<file path="src/rtl/hscp_pkg.sv">
// Shared types, constants and helper functions for the half-shell cell pair generator.
`timescale 1ns / 1ps
`default_nettype none

package hscp_pkg;

    // Grid size limit and the widths that follow from it
    localparam int MAX_CELLS_PER_AXIS = 64;
    localparam int COORD_W            = $clog2(MAX_CELLS_PER_AXIS);
    localparam int DIM_W              = COORD_W + 1;
    localparam int PLANE_W            = 2 * COORD_W + 1;
    localparam int PROD_X_W           = COORD_W + PLANE_W;
    localparam int PROD_Y_W           = COORD_W + DIM_W;

    // Fixed field widths of the stream and configuration ports
    localparam int IN_COORD_W  = 6;
    localparam int IDX_W       = 18;
    localparam int IMG_W       = 2;
    localparam int S_TDATA_W   = 24;
    localparam int M_TDATA_W   = 48;
    localparam int M_PAD_W     = M_TDATA_W - 2 * IDX_W - 3 * IMG_W;
    localparam int CFG_IDX_W   = 3;
    localparam int CFG_DATA_W  = 7;

    // Half-shell offset walk
    localparam int NUM_OFFSETS = 14;
    localparam int OFF_IDX_W   = $clog2(NUM_OFFSETS);
    localparam logic [OFF_IDX_W-1:0] HOME_OFFSET = '0;

    // Image shift codes, two's complement
    localparam logic [IMG_W-1:0] SHIFT_MINUS = 2'b11;
    localparam logic [IMG_W-1:0] SHIFT_NONE  = 2'b00;
    localparam logic [IMG_W-1:0] SHIFT_PLUS  = 2'b01;

    // Configuration register indices
    typedef enum logic [CFG_IDX_W-1:0] {
        CFG_CELLS_X    = 3'd0,
        CFG_CELLS_Y    = 3'd1,
        CFG_CELLS_Z    = 3'd2,
        CFG_PERIODIC_X = 3'd3,
        CFG_PERIODIC_Y = 3'd4,
        CFG_PERIODIC_Z = 3'd5
    } t_cfg_reg;

    typedef struct packed {
        logic [IMG_W-1:0] dx;
        logic [IMG_W-1:0] dy;
        logic [IMG_W-1:0] dz;
    } t_offset;

    // Offsets in emission order: the home cell first
    localparam t_offset HALF_SHELL [NUM_OFFSETS] = '{
        '{SHIFT_NONE,  SHIFT_NONE,  SHIFT_NONE},
        '{SHIFT_NONE,  SHIFT_NONE,  SHIFT_PLUS},
        '{SHIFT_NONE,  SHIFT_PLUS,  SHIFT_MINUS},
        '{SHIFT_NONE,  SHIFT_PLUS,  SHIFT_NONE},
        '{SHIFT_NONE,  SHIFT_PLUS,  SHIFT_PLUS},
        '{SHIFT_PLUS,  SHIFT_MINUS, SHIFT_MINUS},
        '{SHIFT_PLUS,  SHIFT_MINUS, SHIFT_NONE},
        '{SHIFT_PLUS,  SHIFT_MINUS, SHIFT_PLUS},
        '{SHIFT_PLUS,  SHIFT_NONE,  SHIFT_MINUS},
        '{SHIFT_PLUS,  SHIFT_NONE,  SHIFT_NONE},
        '{SHIFT_PLUS,  SHIFT_NONE,  SHIFT_PLUS},
        '{SHIFT_PLUS,  SHIFT_PLUS,  SHIFT_MINUS},
        '{SHIFT_PLUS,  SHIFT_PLUS,  SHIFT_NONE},
        '{SHIFT_PLUS,  SHIFT_PLUS,  SHIFT_PLUS}
    };

    // Effective grid settings seen by the generator
    typedef struct packed {
        logic [DIM_W-1:0]   nx;
        logic [DIM_W-1:0]   ny;
        logic [DIM_W-1:0]   nz;
        logic [PLANE_W-1:0] nynz;
        logic               per_x;
        logic               per_y;
        logic               per_z;
    } t_cfg;

    // One axis after the offset step
    typedef struct packed {
        logic [COORD_W-1:0] coord;
        logic [IMG_W-1:0]   shift;
    } t_axis;

    // One result pair
    typedef struct packed {
        logic [IDX_W-1:0] home;
        logic [IDX_W-1:0] nbr;
        logic [IMG_W-1:0] img_x;
        logic [IMG_W-1:0] img_y;
        logic [IMG_W-1:0] img_z;
        logic             last;
    } t_pair;

    // Generator status for the top level
    typedef struct packed {
        logic busy;
        logic emit;
        logic emit_last;
    } t_gen_status;

    // A zero dimension counts as one, an oversized one as the maximum.
    function automatic logic [DIM_W-1:0] eff_dim(input logic [CFG_DATA_W-1:0] raw);
        logic [DIM_W-1:0] res;
        res = DIM_W'(raw);
        if (raw == '0) begin
            res = DIM_W'(1);
        end else if (int'(raw) > MAX_CELLS_PER_AXIS) begin
            res = DIM_W'(MAX_CELLS_PER_AXIS);
        end
        return res;
    endfunction

    // A coordinate at or beyond the dimension is pulled back to the last cell.
    function automatic logic [COORD_W-1:0] clamp_coord(input logic [IN_COORD_W-1:0] c,
                                                       input logic [DIM_W-1:0] n);
        logic [DIM_W-1:0]   n_m1;
        logic [COORD_W-1:0] res;
        n_m1 = n - DIM_W'(1);
        res  = COORD_W'(c);
        if (int'(c) >= int'(n)) begin
            res = n_m1[COORD_W-1:0];
        end
        return res;
    endfunction

    // Steps one axis by the offset code with periodic wrap.
    function automatic t_axis axis_step(input logic [COORD_W-1:0] h,
                                        input logic [DIM_W-1:0] n,
                                        input logic [IMG_W-1:0] code);
        t_axis            res;
        logic [DIM_W-1:0] h_ext;
        logic [DIM_W-1:0] n_m1;
        h_ext     = {1'b0, h};
        n_m1      = n - DIM_W'(1);
        res.coord = h;
        res.shift = SHIFT_NONE;
        case (code)
            SHIFT_MINUS: begin
                if (h == '0) begin
                    res.coord = n_m1[COORD_W-1:0];
                    res.shift = SHIFT_MINUS;
                end else begin
                    res.coord = h - COORD_W'(1);
                end
            end
            SHIFT_PLUS: begin
                if (h_ext == n_m1) begin
                    res.coord = '0;
                    res.shift = SHIFT_PLUS;
                end else begin
                    res.coord = h + COORD_W'(1);
                end
            end
            default: begin
                res.coord = h;
                res.shift = SHIFT_NONE;
            end
        endcase
        return res;
    endfunction

endpackage

`default_nettype wire

</file>
<file path="src/rtl/half_shell_cell_pair_generator_top.sv">
// The first pair of a cell passes the home cell registers and then the output register on its way out.
// Throughput: one pair per cycle while the pair stream does not stall; a cell has 1 to 14 pairs,
// and the neighbour-index multipliers serve one offset per cycle.
// The next cell is taken in the cycle in which the last pair of the current one is sent.
// Reset (synchronous, active low) empties the pipeline and sets all dimensions to one
// cell and all axes to periodic.
`timescale 1ns / 1ps
`default_nettype none

module half_shell_cell_pair_generator_top (
    input  wire logic                           i_clk,
    input  wire logic                           i_rst_n,
    // Configuration write port
    input  wire logic                           i_cfg_wr_en,
    input  wire logic [hscp_pkg::CFG_IDX_W-1:0]  i_cfg_index,
    input  wire logic [hscp_pkg::CFG_DATA_W-1:0] i_cfg_data,
    // Home cell stream
    input  wire logic                           i_s_tvalid,
    output logic                                o_s_tready,
    // tdata: cell_x [5:0], cell_y [11:6], cell_z [17:12], zero [23:18]
    input  wire logic [hscp_pkg::S_TDATA_W-1:0]  i_s_tdata,
    // Pair stream
    output logic                                o_m_tvalid,
    input  wire logic                           i_m_tready,
    // tdata: home_index [17:0], neighbor_index [35:18], image_x [37:36],
    //        image_y [39:38], image_z [41:40], zero [47:42]
    output logic [hscp_pkg::M_TDATA_W-1:0]      o_m_tdata,
    output logic                                o_m_tlast
);
    import hscp_pkg::*;

    t_cfg        cfg;
    t_pair       pair;
    t_gen_status gen_status;
    logic        pair_valid;
    logic        out_adv;

    hscp_cfg u_cfg (
        .i_clk       (i_clk),
        .i_rst_n     (i_rst_n),
        .i_cfg_wr_en (i_cfg_wr_en),
        .i_cfg_index (i_cfg_index),
        .i_cfg_data  (i_cfg_data),
        .o_cfg       (cfg)
    );

    hscp_gen u_gen (
        .i_clk        (i_clk),
        .i_rst_n      (i_rst_n),
        .i_cfg        (cfg),
        .i_in_valid   (i_s_tvalid),
        .i_in_x       (i_s_tdata[IN_COORD_W-1:0]),
        .i_in_y       (i_s_tdata[2*IN_COORD_W-1:IN_COORD_W]),
        .i_in_z       (i_s_tdata[3*IN_COORD_W-1:2*IN_COORD_W]),
        .o_in_ready   (o_s_tready),
        .i_out_ready  (out_adv),
        .o_pair_valid (pair_valid),
        .o_pair       (pair),
        .o_status     (gen_status)
    );

    hscp_out u_out (
        .i_clk        (i_clk),
        .i_rst_n      (i_rst_n),
        .i_pair_valid (pair_valid),
        .i_pair       (pair),
        .o_adv        (out_adv),
        .o_m_tvalid   (o_m_tvalid),
        .i_m_tready   (i_m_tready),
        .o_m_tdata    (o_m_tdata),
        .o_m_tlast    (o_m_tlast)
    );

    // A new cell is only taken when the generator is free or finishing.
    a_ready_when_free: assert property (@(posedge i_clk) disable iff (!i_rst_n)
        o_s_tready |-> (!gen_status.busy || gen_status.emit_last))
        else $error("input ready while a cell still has pairs to send");

    // A pair that is not the last keeps the generator busy.
    a_busy_after_mid_pair: assert property (@(posedge i_clk) disable iff (!i_rst_n)
        (gen_status.emit && !gen_status.emit_last) |=> gen_status.busy)
        else $error("generator went idle before the last pair");

    // Reset leaves no pair pending anywhere.
    a_reset_empty: assert property (@(posedge i_clk)
        !i_rst_n |=> (!o_m_tvalid && !gen_status.busy))
        else $error("pipeline not empty after reset");

endmodule

`default_nettype wire

</file>
<file path="src/rtl/hscp_cfg.sv">
// Configuration registers and the derived effective grid settings.
`timescale 1ns / 1ps
`default_nettype none

module hscp_cfg (
    input  wire logic                           i_clk,
    input  wire logic                           i_rst_n,
    input  wire logic                           i_cfg_wr_en,
    input  wire logic [hscp_pkg::CFG_IDX_W-1:0]  i_cfg_index,
    input  wire logic [hscp_pkg::CFG_DATA_W-1:0] i_cfg_data,
    output hscp_pkg::t_cfg                      o_cfg
);
    import hscp_pkg::*;

    logic [CFG_DATA_W-1:0] r_cells_x, r_cells_y, r_cells_z;
    logic                  r_per_x, r_per_y, r_per_z;
    logic [PLANE_W-1:0]    r_nynz;
    logic [PLANE_W-1:0]    n_nynz;
    logic [DIM_W-1:0]      nx_eff, ny_eff, nz_eff;
    logic [2*DIM_W-1:0]    plane_prod;

    // Register writes; indices beyond the list are ignored.
    always_ff @(posedge i_clk) begin
        if (!i_rst_n) begin
            r_cells_x <= CFG_DATA_W'(1);
            r_cells_y <= CFG_DATA_W'(1);
            r_cells_z <= CFG_DATA_W'(1);
            r_per_x   <= 1'b1;
            r_per_y   <= 1'b1;
            r_per_z   <= 1'b1;
        end else if (i_cfg_wr_en) begin
            case (t_cfg_reg'(i_cfg_index))
                CFG_CELLS_X:    r_cells_x <= i_cfg_data;
                CFG_CELLS_Y:    r_cells_y <= i_cfg_data;
                CFG_CELLS_Z:    r_cells_z <= i_cfg_data;
                CFG_PERIODIC_X: r_per_x   <= i_cfg_data[0];
                CFG_PERIODIC_Y: r_per_y   <= i_cfg_data[0];
                CFG_PERIODIC_Z: r_per_z   <= i_cfg_data[0];
                default: begin
                end
            endcase
        end
    end

    // Effective dimensions and the size of one x plane.
    always_comb begin
        nx_eff     = eff_dim(r_cells_x);
        ny_eff     = eff_dim(r_cells_y);
        nz_eff     = eff_dim(r_cells_z);
        plane_prod = (2*DIM_W)'(ny_eff) * (2*DIM_W)'(nz_eff);
        n_nynz     = PLANE_W'(plane_prod);
    end

    // The plane size is registered so that the pair multiplier starts from a flop.
    always_ff @(posedge i_clk) begin
        if (!i_rst_n) begin
            r_nynz <= PLANE_W'(1);
        end else begin
            r_nynz <= n_nynz;
        end
    end

    assign o_cfg = '{nx: nx_eff, ny: ny_eff, nz: nz_eff, nynz: r_nynz,
                     per_x: r_per_x, per_y: r_per_y, per_z: r_per_z};

endmodule

`default_nettype wire

</file>
<file path="src/rtl/hscp_gen.sv">
// Home cell register and the walk over the half-shell offsets, one pair per cycle while the output can advance.
`timescale 1ns / 1ps
`default_nettype none

module hscp_gen (
    input  wire logic                           i_clk,
    input  wire logic                           i_rst_n,
    input  wire hscp_pkg::t_cfg                 i_cfg,
    input  wire logic                           i_in_valid,
    input  wire logic [hscp_pkg::IN_COORD_W-1:0] i_in_x,
    input  wire logic [hscp_pkg::IN_COORD_W-1:0] i_in_y,
    input  wire logic [hscp_pkg::IN_COORD_W-1:0] i_in_z,
    output logic                                o_in_ready,
    input  wire logic                           i_out_ready,
    output logic                                o_pair_valid,
    output hscp_pkg::t_pair                     o_pair,
    output hscp_pkg::t_gen_status               o_status
);
    import hscp_pkg::*;

    logic                   r_busy;
    logic [COORD_W-1:0]     r_hx, r_hy, r_hz;
    logic [NUM_OFFSETS-1:0] r_done;
    logic [IDX_W-1:0]       r_home;

    logic [NUM_OFFSETS-1:0] keep_mask;
    logic [NUM_OFFSETS-1:0] pending;
    logic [NUM_OFFSETS-1:0] pick_oh;
    logic [OFF_IDX_W-1:0]   sel;
    logic                   is_last;
    logic                   emit;
    logic                   take;
    t_axis                  mx, my, mz;
    t_axis                  ax, ay, az;
    logic [PROD_X_W-1:0]    prod_x;
    logic [PROD_Y_W-1:0]    prod_y;
    logic [IDX_W-1:0]       nbr_idx;

    // Offsets that survive the open-boundary check for the held home cell.
    always_comb begin
        for (int k = 0; k < NUM_OFFSETS; k++) begin
            mx = axis_step(r_hx, i_cfg.nx, HALF_SHELL[k].dx);
            my = axis_step(r_hy, i_cfg.ny, HALF_SHELL[k].dy);
            mz = axis_step(r_hz, i_cfg.nz, HALF_SHELL[k].dz);
            keep_mask[k] = !((mx.shift != SHIFT_NONE && !i_cfg.per_x) ||
                             (my.shift != SHIFT_NONE && !i_cfg.per_y) ||
                             (mz.shift != SHIFT_NONE && !i_cfg.per_z));
        end
    end

    // Lowest offset still to be sent, and whether it is the final one.
    always_comb begin
        pending = keep_mask & ~r_done;
        sel     = '0;
        for (int k = NUM_OFFSETS - 1; k >= 0; k--) begin
            if (pending[k]) begin
                sel = OFF_IDX_W'(k);
            end
        end
        pick_oh = NUM_OFFSETS'(1) << sel;
        is_last = (pending & ~pick_oh) == '0;
    end

    // Wrapped neighbour coordinates and its linear index.
    always_comb begin
        ax      = axis_step(r_hx, i_cfg.nx, HALF_SHELL[sel].dx);
        ay      = axis_step(r_hy, i_cfg.ny, HALF_SHELL[sel].dy);
        az      = axis_step(r_hz, i_cfg.nz, HALF_SHELL[sel].dz);
        prod_x  = PROD_X_W'(ax.coord) * PROD_X_W'(i_cfg.nynz);
        prod_y  = PROD_Y_W'(ay.coord) * PROD_Y_W'(i_cfg.nz);
        nbr_idx = IDX_W'(prod_x) + IDX_W'(prod_y) + IDX_W'(az.coord);
    end

    // Handshake: a new cell is taken as the last pair of the current one leaves.
    assign emit       = r_busy & i_out_ready;
    assign o_in_ready = ~r_busy | (emit & is_last);
    assign take       = i_in_valid & o_in_ready;

    // The home cell is always the first pair, so its index is the neighbour index there.
    always_comb begin
        o_pair_valid = emit;
        o_pair.home  = (sel == HOME_OFFSET) ? nbr_idx : r_home;
        o_pair.nbr   = nbr_idx;
        o_pair.img_x = ax.shift;
        o_pair.img_y = ay.shift;
        o_pair.img_z = az.shift;
        o_pair.last  = is_last;
    end

    assign o_status = '{busy: r_busy, emit: emit, emit_last: emit & is_last};

    // Busy flag.
    always_ff @(posedge i_clk) begin
        if (!i_rst_n) begin
            r_busy <= 1'b0;
        end else if (take) begin
            r_busy <= 1'b1;
        end else if (emit && is_last) begin
            r_busy <= 1'b0;
        end
    end

    // Home cell capture, sent-offset bookkeeping and home index.
    always_ff @(posedge i_clk) begin
        if (take) begin
            r_hx   <= clamp_coord(i_in_x, i_cfg.nx);
            r_hy   <= clamp_coord(i_in_y, i_cfg.ny);
            r_hz   <= clamp_coord(i_in_z, i_cfg.nz);
            r_done <= '0;
        end else if (emit) begin
            r_done <= r_done | pick_oh;
        end
        if (emit && sel == HOME_OFFSET) begin
            r_home <= nbr_idx;
        end
    end

endmodule

`default_nettype wire

</file>
<file path="src/rtl/hscp_out.sv">
// Output register for result pairs on the master stream side.
`timescale 1ns / 1ps
`default_nettype none

module hscp_out (
    input  wire logic                          i_clk,
    input  wire logic                          i_rst_n,
    input  wire logic                          i_pair_valid,
    input  wire hscp_pkg::t_pair               i_pair,
    output logic                               o_adv,
    output logic                               o_m_tvalid,
    input  wire logic                          i_m_tready,
    output logic [hscp_pkg::M_TDATA_W-1:0]     o_m_tdata,
    output logic                               o_m_tlast
);
    import hscp_pkg::*;

    logic  r_valid;
    t_pair r_pair;

    // The register loads when empty or when its pair is being taken.
    assign o_adv = ~r_valid | i_m_tready;

    always_ff @(posedge i_clk) begin
        if (!i_rst_n) begin
            r_valid <= 1'b0;
        end else if (o_adv) begin
            r_valid <= i_pair_valid;
        end
    end

    always_ff @(posedge i_clk) begin
        if (o_adv) begin
            r_pair <= i_pair;
        end
    end

    // Pack the fields, home index in the lowest bits.
    assign o_m_tvalid = r_valid;
    assign o_m_tdata  = {M_PAD_W'(0), r_pair.img_z, r_pair.img_y, r_pair.img_x,
                         r_pair.nbr, r_pair.home};
    assign o_m_tlast  = r_pair.last;

endmodule

`default_nettype wire

</file>
<file path="config.mk">
export PLATFORM = sky130hd
export DESIGN_NAME = half_shell_cell_pair_generator_top
export DESIGN_NICKNAME = d
export VERILOG_FILES = /design/src/rtl/hscp_pkg.sv /design/src/rtl/half_shell_cell_pair_generator_top.sv /design/src/rtl/hscp_cfg.sv /design/src/rtl/hscp_gen.sv /design/src/rtl/hscp_out.sv
export SDC_FILE = /design/constraint.sdc
export NUM_CORES = 1
export LEC_CHECK = 0
export BUFFER_PORTS_ARGS = -buffer_cell sky130_fd_sc_hd__buf_2
export CAP_MARGIN = 20
export CORE_AREA = 10 10 245 247
export DETAILED_ROUTE_END_ITERATION = 16
export DIE_AREA = 0 0 255 257
export GPL_ROUTABILITY_DRIVEN = 0
export GPL_TIMING_DRIVEN = 0
export HOLD_SLACK_MARGIN = 0.15
export PLACE_DENSITY = 0.43
export RECOVER_POWER = 100
export SETUP_SLACK_MARGIN = 0.4
export SYNTH_ARGS = -nofsm -noshare
export SYNTH_HDL_FRONTEND = slang
export SYNTH_SLANG_ARGS = --single-unit
</file>
<file path="constraint.sdc">
create_clock -name i_clk -period 9.7 [get_ports i_clk]
set_input_delay 0.485 -clock i_clk [delete_from_list [all_inputs] [get_ports i_clk]]
set_output_delay 0.485 -clock i_clk [all_outputs]
set_load 0.005 [all_outputs]
</file>
==> results of run 1 <==
[flip-flops by register name, indices dropped and copies added (netlist names), 6 cells and up]
register,count
u_gen.r_hx,6
u_cfg.r_nynz,13
u_gen.r_done,14
u_cfg.r_cells_y,7
u_gen.r_home,18
u_cfg.r_cells_x,7
u_cfg.r_cells_z,7
u_out.o_m_tdata,41
u_gen.r_hy,6
u_gen.r_hz,6
[critical path: cells and delay by family, from the launching register on]
kind            cells  cell delay, ns
simple gates        4            1.01
buf+inv            44            4.83
flops               1            0.36
fa+ha+maj           6            1.46
compound gates     12            1.83
mux                 1            0.20
[synth_stat cells, drive strengths merged, types with 4 or more instances]
cell / n / area [um2]
clkbuf: 31 / 116.4
a31oi: 16 / 100.1
nand2b: 12 / 77.58
mux2: 24 / 270.3
dfxtp: 53 / 1061
and2: 39 / 244.0
nor2: 117 / 460.4
o22a: 4 / 35.03
o32a: 5 / 50.05
a211o: 4 / 35.03
inv: 225 / 844.6
a22o: 4 / 35.03
a21boi: 10 / 75.07
nor3: 28 / 171.4
a221oi: 5 / 61.31
or2: 7 / 43.80
o221ai: 7 / 92.59
o211ai: 10 / 90.09
or3: 9 / 61.31
xor2: 10 / 87.58
nand3b: 4 / 30.03
a2bb2oi: 7 / 61.31
nor2b: 39 / 246.5
o21bai: 11 / 82.58
nand2: 171 / 641.9
nor4: 8 / 71.32
fa: 113 / 2262
mux2i: 20 / 200.2
o21ai: 46 / 241.5
nand4: 4 / 25.02
a21o: 11 / 83.83
xnor2: 30 / 262.8
a21oi: 54 / 277.8
o21a: 5 / 37.54
o31ai: 13 / 111.4
and3: 8 / 50.05
a211oi: 11 / 82.58
nand3: 19 / 95.09
ha: 124 / 1551
edfxtp: 78 / 2342
buf: 38 / 261.5
[through the flow]
stage | hold WS (ns) | power, mW | utilization
after floorplan | 0.4293 | 1.189 | -
after global placement | 0.4549 | 1.384 | 0.2744
after detailed placement | 0.4607 | 1.395 | 0.2747
after CTS | 0.2006 | 2.169 | 0.3030
after global routing | 0.2141 | 2.357 | 0.3146
final | 0.2342 | 2.203 | 0.3146
[area by class of cell]
| class | count | area share |
|---|---|---|
| tap | 704 | 0.05102 |
| inverter | 226 | 0.04979 |
| buffer | 69 | 0.02732 |
| clock buffer | 18 | 0.02486 |
| multi-input combinational | 1072 | 0.5601 |
| sequential | 131 | 0.1981 |
| timing repair buffer | 193 | 0.08008 |
| clock inverter | 13 | 0.008769 |
[layer usage]
metal / GRT usage / up-vias / routed length, um
li1: - / 5453 / -
met2: 0.2028 / 219 / 18720
met5: 0 / - / 0
met3: 0.02016 / 40 / 1554
met4: 0.04298 / 0 / 995
met1: 0.1668 / 5566 / 19400
[kinds of logic after synthesis]
kind of cell,share of synthesized area
AOI/OAI and AO/OA,0.1427
xor gates and xnor gates,0.02732
adders and majority gates,0.2795
buffers and inverters,0.08985
DFF,0.2494
muxes,0.03447
other,0.0002748
and+or+nand+nor,0.1766
[how the worst max path moves through the flow]
stage	slack [ns]	from	cells past startpoint	end
3_3_place_gp	-1.82	u_cfg.r_cells_z[6]$_SDFFE_PN0P_	40	u_out.o_m_tdata[16]$_DFFE_PN_
6_report	-0.17	u_cfg.r_cells_z[5]$_SDFFE_PN0P_	67	u_out.o_m_tdata[16]$_DFFE_PN_
5_1_grt	-0.56	u_cfg.r_cells_z[5]$_SDFFE_PN0P_	43	u_out.o_m_tdata[17]$_DFFE_PN_
3_5_place_dp	-1.93	u_cfg.r_cells_z[6]$_SDFFE_PN0P_	40	u_out.o_m_tdata[16]$_DFFE_PN_
2_1_floorplan	0.37	u_cfg.r_cells_z[5]$_SDFFE_PN0P_	43	u_out.o_m_tdata[17]$_DFFE_PN_
4_1_cts	-0.30	u_cfg.r_cells_z[2]$_SDFFE_PN0P_	45	u_out.o_m_tdata[17]$_DFFE_PN_
[power groups by stage]
stage / Sequential, mW / Combinational, mW / Clock [mW]
6_report: 0.740 / 0.803 / 0.660
5_1_grt: 0.749 / 0.905 / 0.703
2_1_floorplan: 0.755 / 0.434 / 0
4_1_cts: 0.743 / 0.743 / 0.683
3_3_place_gp: 0.753 / 0.631 / 0
3_5_place_dp: 0.754 / 0.641 / 0
[what timing repair did]
action / in CTS / in global routing
buffers inserted: 82 / 34
resized for setup: 82 / 82
hold buffers: 0 / 0
pin swaps: 48 / 65
endpoints found under the setup margin: 45 / 30
==> Implementation_results.wiki, run 1 <==
{| class="wikitable"
! Metric !! Value
|-
| Clock-pin transition on the worst setup and hold timing paths || 0.07 ns
|-
| Number of fillers in the final layout || 5748
|-
| Leading cell type in the layout, fill and taps excluded || sky130_fd_sc_hd__inv_1
|-
| Worst EP required || 10.03 ns
|-
| Clock Latency Late Sink || 0.46 ns
|-
| Endpoint of the worst hold-timing path || u_gen.r_done[0]$_SDFFE_PP0P_
|-
| Min Tclk post-route || 9.869 ns
|-
| Achievable clock frequency || 101.3 MHz
|-
| FF+latch count, synth || 131
|-
| Initial standard-cell utilization of the core || 0.2487
|-
| Overall via count from detail_route || 11280
|-
| Switching share of power || 0.3341
|-
| DRT antenna net count || 0
|-
| Setup slack, reg-to-reg || -0.17 ns
|-
| Num ports || 90
|-
| Maximum fanout along the worst path || 4
|-
| Synthesized instance count || 1492
|-
| Via-per-instance ratio || 4.649
|-
| Number of cells on the worst reg-to-reg path || 67
|-
| Pre-CTS WS || -1.927 ns
|-
| Average wire per standard cell || 16.77 um
|-
| Share of the yosys chip area belonging to registers || 0.2494
|-
| Source of the worst register-to-register timing path || u_cfg.r_cells_z[5]$_SDFFE_PN0P_
|-
| Final-report hold violation count || 0
|-
| Top_reg_cell synth || sky130_fd_sc_hd__edfxtp_1
|-
| Worst hold path stage count || 2
|-
| Number of buffers added by the clock tree synthesis step || 17
|-
| Count of standard-cell rows || 86
|-
| Die X-Extent || 255 um
|-
| Total power per unit cell area || 127.6 nW/um2
|-
| Post-synth EDFFs || 78
|-
| Worst reg2reg path endpoint || u_out.o_m_tdata[16]$_DFFE_PN_
|-
| Slowest cell on crit path || sky130_fd_sc_hd__or4b_4
|-
| Aggregate global-route resource usage || 0.1256
|-
| Netlist area before placement || 13650 um2
|-
| Floorplan Core Area || 54880 um2
|-
| Post-place instance area || 15080 um2
|-
| Kind of end point of the critical path || register
|-
| Distinct cell type count after synthesis || 108
|-
| Leading cell types in the layout, fill and taps excluded || sky130_fd_sc_hd__inv_1 (213), sky130_fd_sc_hd__nand2_1 (168), sky130_fd_sc_hd__ha_1 (112), sky130_fd_sc_hd__buf_4 (111), sky130_fd_sc_hd__fa_1 (111)
|-
| Maximum number of pins on one net before global-route repair || 40
|-
| Async set-or-reset flop fraction in the synthesized netlist || 0
|-
| Most frequent cell on the critical path || sky130_fd_sc_hd__buf_4
|-
| Vias in the first global route || 11590
|-
| Period Utilization, post-route || 1.017
|-
| Port bufs || 75
|-
| Synthesized area per cell || 9.147 um2
|-
| Clock power share || 0.299
|-
| Clock sink count || 131
|-
| Die span in y || 257 um
|-
| Relative max-transition margin || 0.4589
|-
| Total area of multi-input combinational cells || 9669 um2
|-
| Comb pwr share || 0.365
|-
| H-Tree Depth || 4
|-
| Sum of overflow across all layers after global routing || 0
|-
| Number of failing setup endpoints in the final timing report || 8
|-
| Die Outline Area || 65540 um2
|-
| Clock Tree Buf Depth || 2
|-
| Run status || finished, violations left
|-
| Number of placed cells counting well taps || 2278
|-
| Remaining routing DRC violations || 0
|-
| Number of non-filler instances in the completed layout || 2426
|-
| Nets || 1986
|-
| Initial drt markers || 527
|-
| Data arrival time of the worst path || 10.20 ns
|-
| Clock tree from TritonCTS || yes
|-
| Internal Dissipation || 1.467 mW
|-
| HPWL reported at the end of detailed placement || 31.01 mm
|-
| Yosys warning total || 0
|-
| Total Wirelength || 40.67 mm
|-
| Failing checks || setup timing
|-
| Diode count || 0
|-
| CP Launch Type || register
|-
| Start-to-end type of the worst setup path || reg2reg
|-
| P_leak || 7.764 nW
|-
| Final Instance Area || 17260 um2
|-
| Area growth from synthesis to layout || 26.51%
|-
| Global-route wire length before repair || 64.63 mm
|-
| FF/Latch Area || 3420 um2
|-
| Final Slew Violations || 0
|-
| Setup Skew || 0.01153 ns
|-
| Final WS setup || -0.1689 ns
|-
| Total of max-cap violations || 0
|-
| Worst supply voltage drop on vdd || 107.6 uV
|-
| Transition time of the tightest slew-check pin || 0.8096 ns
|-
| Part of the power in registers || 0.336
|-
| Critical Path Max Stage Delay || 0.50 ns
|-
| Setup repair after global routing missed its margin || true
|-
| Antenna violations before repair || 1
|-
| Detailed-router iteration count before antenna repair || 5
|-
| Final setup TNS || -0.7458 ns
|-
| Root buffer cell || sky130_fd_sc_hd__clkbuf_16
|-
| Type of the most critical hold path || in2reg
|-
| Worst hold path startpoint || i_s_tvalid
|-
| Share of layout cells above drive strength 1 || 0.2573
|-
| Switching power || 0.7360 mW
|}
No activity file was read; power rests on OpenSTA's default activity.
==> inputs of run 2 (changes only) <==
- CTS_BUF_LIST: unset -> sky130_fd_sc_hd__clkbuf_8
==> Implementation_results.wiki, run 2 (synthesized netlist as in run 1, its figures left out) <==
{| class="wikitable"
! Metric !! Value
|-
| Period Utilization, post-route || 1.016 (-0.001717)
|-
| Remaining routing DRC violations || 0 (unchanged)
|-
| Vias in the first global route || 11550 (-0.33%)
|-
| Detailed-router iteration count before antenna repair || 5 (unchanged)
|-
| CP delay by family, top || adder cells
|-
| Start-to-end type of the worst setup path || reg2reg
|-
| Nets || 1985 (-0.050%)
|-
| Number of buffers added by the clock tree synthesis step || 17 (unchanged)
|-
| Min Tclk post-route || 9.852 ns (-0.01665 ns)
|-
| Flip-flop count of the largest register, all copies and words added || 41 (unchanged)
|-
| Kind of end point of the critical path || register
|-
| Die span in y || 257 um (unchanged)
|-
| Setup Skew || 0.01911 ns (+0.007581 ns)
|-
| Total of max-cap violations || 0 (unchanged)
|-
| Count of standard-cell rows || 86 (unchanged)
|-
| Antenna violations before repair || 2 (+1)
|-
| Num ports || 90 (unchanged)
|-
| Overall via count from detail_route || 11350 (+0.59%)
|-
| Leading cell type in the layout, fill and taps excluded || sky130_fd_sc_hd__inv_1
|-
| Average wire per standard cell || 16.86 um (+0.57%)
|-
| Worst hold path stage count || 3 (+1)
|-
| Floorplan Core Area || 54880 um2 (unchanged)
|-
| Leading cell types in the layout, fill and taps excluded || sky130_fd_sc_hd__inv_1 (212), sky130_fd_sc_hd__nand2_1 (168), sky130_fd_sc_hd__ha_1 (112), sky130_fd_sc_hd__fa_1 (110), sky130_fd_sc_hd__nor2_1 (109)
|-
| Endpoint of the worst hold-timing path || u_cfg.r_cells_x[5]$_SDFFE_PN0P_
|-
| Final Slew Violations || 0 (unchanged)
|-
| Final-report hold violation count || 0 (unchanged)
|-
| Worst reg2reg path endpoint || u_out.o_m_tdata[17]$_DFFE_PN_
|-
| Transition time of the tightest slew-check pin || 0.8617 ns (+0.05216 ns)
|-
| Post-Route Utilization || 0.3122 (-0.002394)
|-
| H-Tree Depth || 4 (unchanged)
|-
| P_leak || 7.684 nW (-1.0%)
|-
| Slowest cell on crit path || sky130_fd_sc_hd__fa_2
|-
| Clock Latency Late Sink || 0.51 ns (+0.05 ns)
|-
| Number of stages on the worst setup path || 44 (-34%)
|-
| Root buffer cell || sky130_fd_sc_hd__clkbuf_8
|-
| Failing checks || setup timing
|-
| Clock tree from TritonCTS || yes
|-
| Worst supply voltage drop on vdd || 114.4 uV (+6.3%)
|-
| Die X-Extent || 255 um (unchanged)
|-
| Maximum number of pins on one net before global-route repair || 40 (unchanged)
|-
| Initial drt markers || 475 (-9.9%)
|-
| Area growth from synthesis to layout || 25.54%
|-
| Worst hold path startpoint || i_cfg_data[5]
|-
| Final Instance Area || 17130 um2 (-0.76%)
|-
| Setup repair after global routing missed its margin || true
|-
| Final Total Pwr || 2.033 mW (-7.7%)
|-
| Total Wirelength || 40.90 mm (+0.57%)
|-
| Clock sink count || 131 (unchanged)
|-
| Setup slack, reg-to-reg || -0.15 ns (+0.02 ns)
|-
| Port bufs || 75 (unchanged)
|-
| DRT antenna net count || 0 (unchanged)
|-
| Relative max-transition margin || 0.4240 (-0.03487)
|-
| Post-place instance area || 15080 um2 (unchanged)
|-
| CP Launch Type || register
|-
| Die Outline Area || 65540 um2 (unchanged)
|-
| Clock-pin transition on the worst setup and hold timing paths || 0.09 ns (+0.02 ns)
|-
| Most frequent cell on the critical path || sky130_fd_sc_hd__fa_1
|-
| Sum of overflow across all layers after global routing || 0 (unchanged)
|-
| HPWL reported at the end of detailed placement || 31.01 mm (unchanged)
|-
| Number of failing setup endpoints in the final timing report || 7 (-1)
|-
| Aggregate global-route resource usage || 0.1253 (-0.0003216)
|-
| Share of layout cells above drive strength 1 || 0.2597 (+0.002474)
|-
| Total power per unit cell area || 118.6 nW/um2 (-7.0%)
|-
| Critical Path Max Stage Delay || 0.58 ns (+0.08 ns)
|-
| Achievable clock frequency || 101.5 MHz (+0.17%)
|-
| Global-route wire length before repair || 64.50 mm (-0.20%)
|-
| Buffers and inverters on the worst path || 9 (-80%)
|-
| Via-per-instance ratio || 4.676 (+0.59%)
|-
| Run status || finished, violations left
|-
| Number of cells on the worst reg-to-reg path || 44 (-34%)
|-
| Clock Tree Buf Depth || 2 (unchanged)
|-
| Final WS setup || -0.1523 ns (+0.01665 ns)
|-
| Maximum fanout along the worst path || 7 (+3)
|-
| Source of the worst register-to-register timing path || u_cfg.r_cells_z[5]$_SDFFE_PN0P_
|-
| Data arrival time of the worst path || 10.11 ns (-0.09 ns)
|-
| Type of the most critical hold path || in2reg
|-
| Worst EP required || 9.96 ns (-0.07 ns)
|-
| Initial standard-cell utilization of the core || 0.2487 (unchanged)
|}
==> run 2: cell count changes in the layout (fill, tap and decap cells not counted), sizes merged <==
cell,previous run,this run
diode,0,1
buf,233,232
clkbuf,47,45
inv,228,229
dlygate4sd3,0,1
==> run 2: worst max path at each step <==
stage                                          endpoint                       startpoint  slack [ns]
after global placement    u_out.o_m_tdata[16]$_DFFE_PN_  u_cfg.r_cells_z[6]$_SDFFE_PN0P_       -1.82
after floorplan           u_out.o_m_tdata[17]$_DFFE_PN_  u_cfg.r_cells_z[5]$_SDFFE_PN0P_        0.37
after global routing      u_out.o_m_tdata[17]$_DFFE_PN_  u_cfg.r_cells_z[5]$_SDFFE_PN0P_       -0.57
after detailed placement  u_out.o_m_tdata[16]$_DFFE_PN_  u_cfg.r_cells_z[6]$_SDFFE_PN0P_       -1.93
final                     u_out.o_m_tdata[17]$_DFFE_PN_  u_cfg.r_cells_z[5]$_SDFFE_PN0P_       -0.15
after CTS                 u_out.o_m_tdata[17]$_DFFE_PN_  u_cfg.r_cells_z[2]$_SDFFE_PN0P_       -0.31
==> run 2: area by class of cell <==
cell class,instances,area (um2)
clock inverter,14,155.1
buffer,69,466.7
tap,704,880.8
clock buffer,17,234.0
inverter,226,859.6
sequential,131,3418
timing repair buffer,192,1389
antenna,1,2.502
fill,5755,37750
multi-input combinational,1072,9727
==> run 2: metal layers <==
layer  GRT usage  routed length [um]  share of wire  up-vias
met5           0                   0              0        -
met1      0.1670               19220           0.47     5588
met3     0.02026                1780          0.044       45
li1            -                   -              -     5446
met2      0.2017               18950           0.46      266
met4     0.04232                 951          0.023        0
==> run 2: worst min-delay path, delay by kind of cell <==
kind	cells	cell delay, ns
AOI/OAI and AO/OA	1	0.06
and+or+nand+nor	1	0.05
buffers and inverters	1	0.13
==> run 2: report_power, final <==
group	switching (mW)	internal [mW]	leakage, nW
Sequential	0.0267	0.713	1.25
Clock	0.258	0.230	0.193
Combinational	0.433	0.372	6.24
Total	0.718	1.31	7.68
==> run 2: timing repair <==
item / CTS / global route
endpoints found under the setup margin: 45 / 34
pin swaps: 42 / 72
hold buffers: 1 / 0
setup buffers: 79 / 35
endpoints found under the hold margin: 1 / 0
gates resized for setup: 78 / 109
==> run 2: per-stage QoR <==
| stage | cells | setup WS [ns] | hold WS (ns) | setup TNS, ns |
|---|---|---|---|---|
| 4_1_cts | 2389 | -0.3091 | 0.2254 | -1.262 |
| 2_1_floorplan | 1498 | 0.3712 | 0.4293 | 0 |
| 6_report | 2426 | -0.1523 | 0.2730 | -0.4885 |
| 3_5_place_dp | 2278 | -1.927 | 0.4607 | -33.23 |
| 3_3_place_gp | 2277 | -1.821 | 0.4549 | -31.32 |
| 5_1_grt | 2426 | -0.5654 | 0.2417 | -4.905 |
==> inputs of run 3 (changes only) <==
- PLACE_DENSITY: 0.43 -> 0.47
==> Implementation_results.wiki, run 3 (synthesized netlist as in run 1, its figures left out) <==
{| class="wikitable"
! Metric !! Value
|-
| Run status || complete, no violations
|-
| Remaining routing DRC violations || 0 (unchanged)
|-
| Initial drt markers || 585 (+23%)
|-
| Average wire per standard cell || 16.40 um (-2.7%)
|-
| H-Tree Depth || 4 (unchanged)
|-
| Crit path from || u_cfg.r_cells_y[1]$_SDFFE_PN0P_
|-
| Detailed-router iteration count before antenna repair || 5 (unchanged)
|-
| Start-to-end type of the worst setup path || reg2reg
|-
| Most frequent cell on the critical path || sky130_fd_sc_hd__fa_1
|-
| Root buffer cell || sky130_fd_sc_hd__clkbuf_8
|-
| Die Outline Area || 65540 um2 (unchanged)
|-
| Flip-flop count of the largest register, all copies and words added || 41 (unchanged)
|-
| P_leak || 7.415 nW (-3.5%)
|-
| Min Tclk post-route || 9.689 ns (-0.1628 ns)
|-
| Final-report hold violation count || 0 (unchanged)
|-
| Port bufs || 75 (unchanged)
|-
| Number of buffers added by the clock tree synthesis step || 17 (unchanged)
|-
| Floorplan Core Area || 54880 um2 (unchanged)
|-
| Sum of overflow across all layers after global routing || 0 (unchanged)
|-
| Final Instance Area || 16620 um2 (-3.0%)
|-
| Relative max-transition margin || 0.4496 (+0.02554)
|-
| Slowest cell on crit path || sky130_fd_sc_hd__or4b_4
|-
| Kind of end point of the critical path || register
|-
| Count of standard-cell rows || 86 (unchanged)
|-
| Source of the worst register-to-register timing path || u_cfg.r_cells_y[1]$_SDFFE_PN0P_
|-
| Clock Tree Buf Depth || 2 (unchanged)
|-
| Transition time of the tightest slew-check pin || 0.8257 ns (-0.03606 ns)
|-
| Initial standard-cell utilization of the core || 0.2487 (unchanged)
|-
| Maximum number of pins on one net before global-route repair || 40 (unchanged)
|-
| HPWL reported at the end of detailed placement || 30.27 mm (-2.4%)
|-
| Achievable clock frequency || 103.2 MHz (+1.7%)
|-
| DRT antenna net count || 0 (unchanged)
|-
| Worst supply voltage drop on vdd || 71.09 uV (-38%)
|-
| Global-route wire length before repair || 62.93 mm (-2.4%)
|-
| Overall via count from detail_route || 11120 (-1.9%)
|-
| Worst hold path startpoint || i_cfg_data[5]
|-
| Leading cell types in the layout, fill and taps excluded || sky130_fd_sc_hd__inv_1 (214), sky130_fd_sc_hd__nand2_1 (168), sky130_fd_sc_hd__ha_1 (116), sky130_fd_sc_hd__fa_1 (113), sky130_fd_sc_hd__nor2_1 (107)
|-
| Post-place instance area || 15080 um2 (unchanged)
|-
| Setup Skew || 0.01992 ns (+0.0008110 ns)
|-
| Final Slew Violations || 0 (unchanged)
|-
| Worst EP required || 9.97 ns (about the same)
|-
| Type of the most critical hold path || in2reg
|-
| Period Utilization, post-route || 0.9989 (-0.01678)
|-
| Nets || 1937 (-2.4%)
|-
| Number of failing setup endpoints in the final timing report || 0 (-7)
|-
| Vias in the first global route || 11170 (-3.3%)
|-
| Leading cell type in the layout, fill and taps excluded || sky130_fd_sc_hd__inv_1
|-
| Num ports || 90 (unchanged)
|-
| Via-per-instance ratio || 4.668 (-0.18%)
|-
| Aggregate global-route resource usage || 0.1220 (-0.003275)
|-
| Clock-pin transition on the worst setup and hold timing paths || 0.09 ns (about the same)
|-
| Setup repair after global routing missed its margin || true
|-
| Area growth from synthesis to layout || 21.78%
|-
| Total of max-cap violations || 0 (unchanged)
|-
| Critical Path Max Stage Delay || 0.59 ns (about the same)
|-
| Total power per unit cell area || 120.2 nW/um2 (+1.3%)
|-
| Antenna violations before repair || 7 (+5)
|-
| Share of layout cells above drive strength 1 || 0.2336 (-0.02616)
|-
| Maximum fanout along the worst path || 10 (+3)
|-
| Total Wirelength || 39.09 mm (-4.4%)
|-
| Die X-Extent || 255 um (unchanged)
|-
| Clock Latency Late Sink || 0.52 ns (about the same)
|-
| Final Total Pwr || 1.998 mW (-1.7%)
|-
| Die span in y || 257 um (unchanged)
|-
| CP Launch Type || register
|-
| Data arrival time of the worst path || 9.96 ns (-0.15 ns)
|-
| Clock sink count || 131 (unchanged)
|-
| Clock tree from TritonCTS || yes
|}
==> run 3: cell count changes in the layout (fill, tap and decap cells not counted), moves of 4 or more <==
cell | before | now
sky130_fd_sc_hd__buf_4 | 100 | 77
sky130_fd_sc_hd__buf_6 | 39 | 16
sky130_fd_sc_hd__diode_2 | 1 | 5
sky130_fd_sc_hd__ha_1 | 112 | 116
==> run 3: through the flow <==
stage / std cells / hold WS [ns] / TNS [ns] / setup WS, ns / util
global placement: 2277 / 0.4549 / -29.63 / -1.773 / 0.2744
floorplan: 1498 / 0.4293 / 0 / 0.3712 / -
detailed placement: 2278 / 0.4724 / -31.98 / -1.835 / 0.2747
global route: 2382 / 0.2547 / -2.244 / -0.3870 / 0.3028
CTS: 2352 / 0.2148 / -0.7878 / -0.2192 / 0.2943
finish: 2383 / 0.2597 / 0 / 0.01052 / 0.3029
==> run 3: power breakdown <==
part           total, mW  leakage (nW)  internal [mW]  switching, mW
combinational      0.754          5.96          0.340          0.413
clock              0.503         0.200          0.235          0.269
sequential         0.741          1.25          0.713         0.0281
total               2.00          7.41           1.29          0.710
==> run 3: worst paths after layout <==
check / to / slack (ns) / depth (start not counted)
setup reg to reg: u_out.o_m_tdata[17]$_DFFE_PN_ / 0.01 / 42
hold reg to reg: u_gen.r_done[5]$_SDFFE_PP0P_ / 0.49 / 2
hold / removal: u_cfg.r_cells_x[5]$_SDFFE_PN0P_ / 0.26 / 3
setup / recovery: u_out.o_m_tdata[17]$_DFFE_PN_ / 0.01 / 42
==> run 3: final cells by class <==
type / count / area (um2)
timing repair buffer: 144 / 942.2
antenna: 5 / 12.51
clock inverter: 15 / 168.9
clock buffer: 17 / 234.0
fill: 5790 / 38260
inverter: 226 / 857.1
buffer: 69 / 480.5
tap: 704 / 880.8
multi-input combinational: 1072 / 9620
sequential: 131 / 3423
==> run 3: critical path: cells and delay by family, from the launching register on <==
family	cells	cell delay, ns
mux	1	0.28
flops	1	0.40
xor+xnor	1	0.26
simple gates	12	2.12
buf+inv	8	0.78
fa+ha+maj	8	3.12
compound gates	12	2.46
==> run 3: metal layers <==
metal / share of wire / vias to the layer above / GRT usage
li1: - / 5360 / -
met1: 0.46 / 5503 / 0.1605
met2: 0.47 / 222 / 0.1988
met3: 0.046 / 37 / 0.02188
met4: 0.020 / 2 / 0.03819
met5: 0.00033 / - / 0
==> run 3: repair_timing <==
action,in CTS,in global routing
hold buffers,1,0
resized for setup,80,78
buffers inserted,41,25
pin swaps,45,62
endpoints found under the hold margin,1,0
setup endpoints to repair,43,29
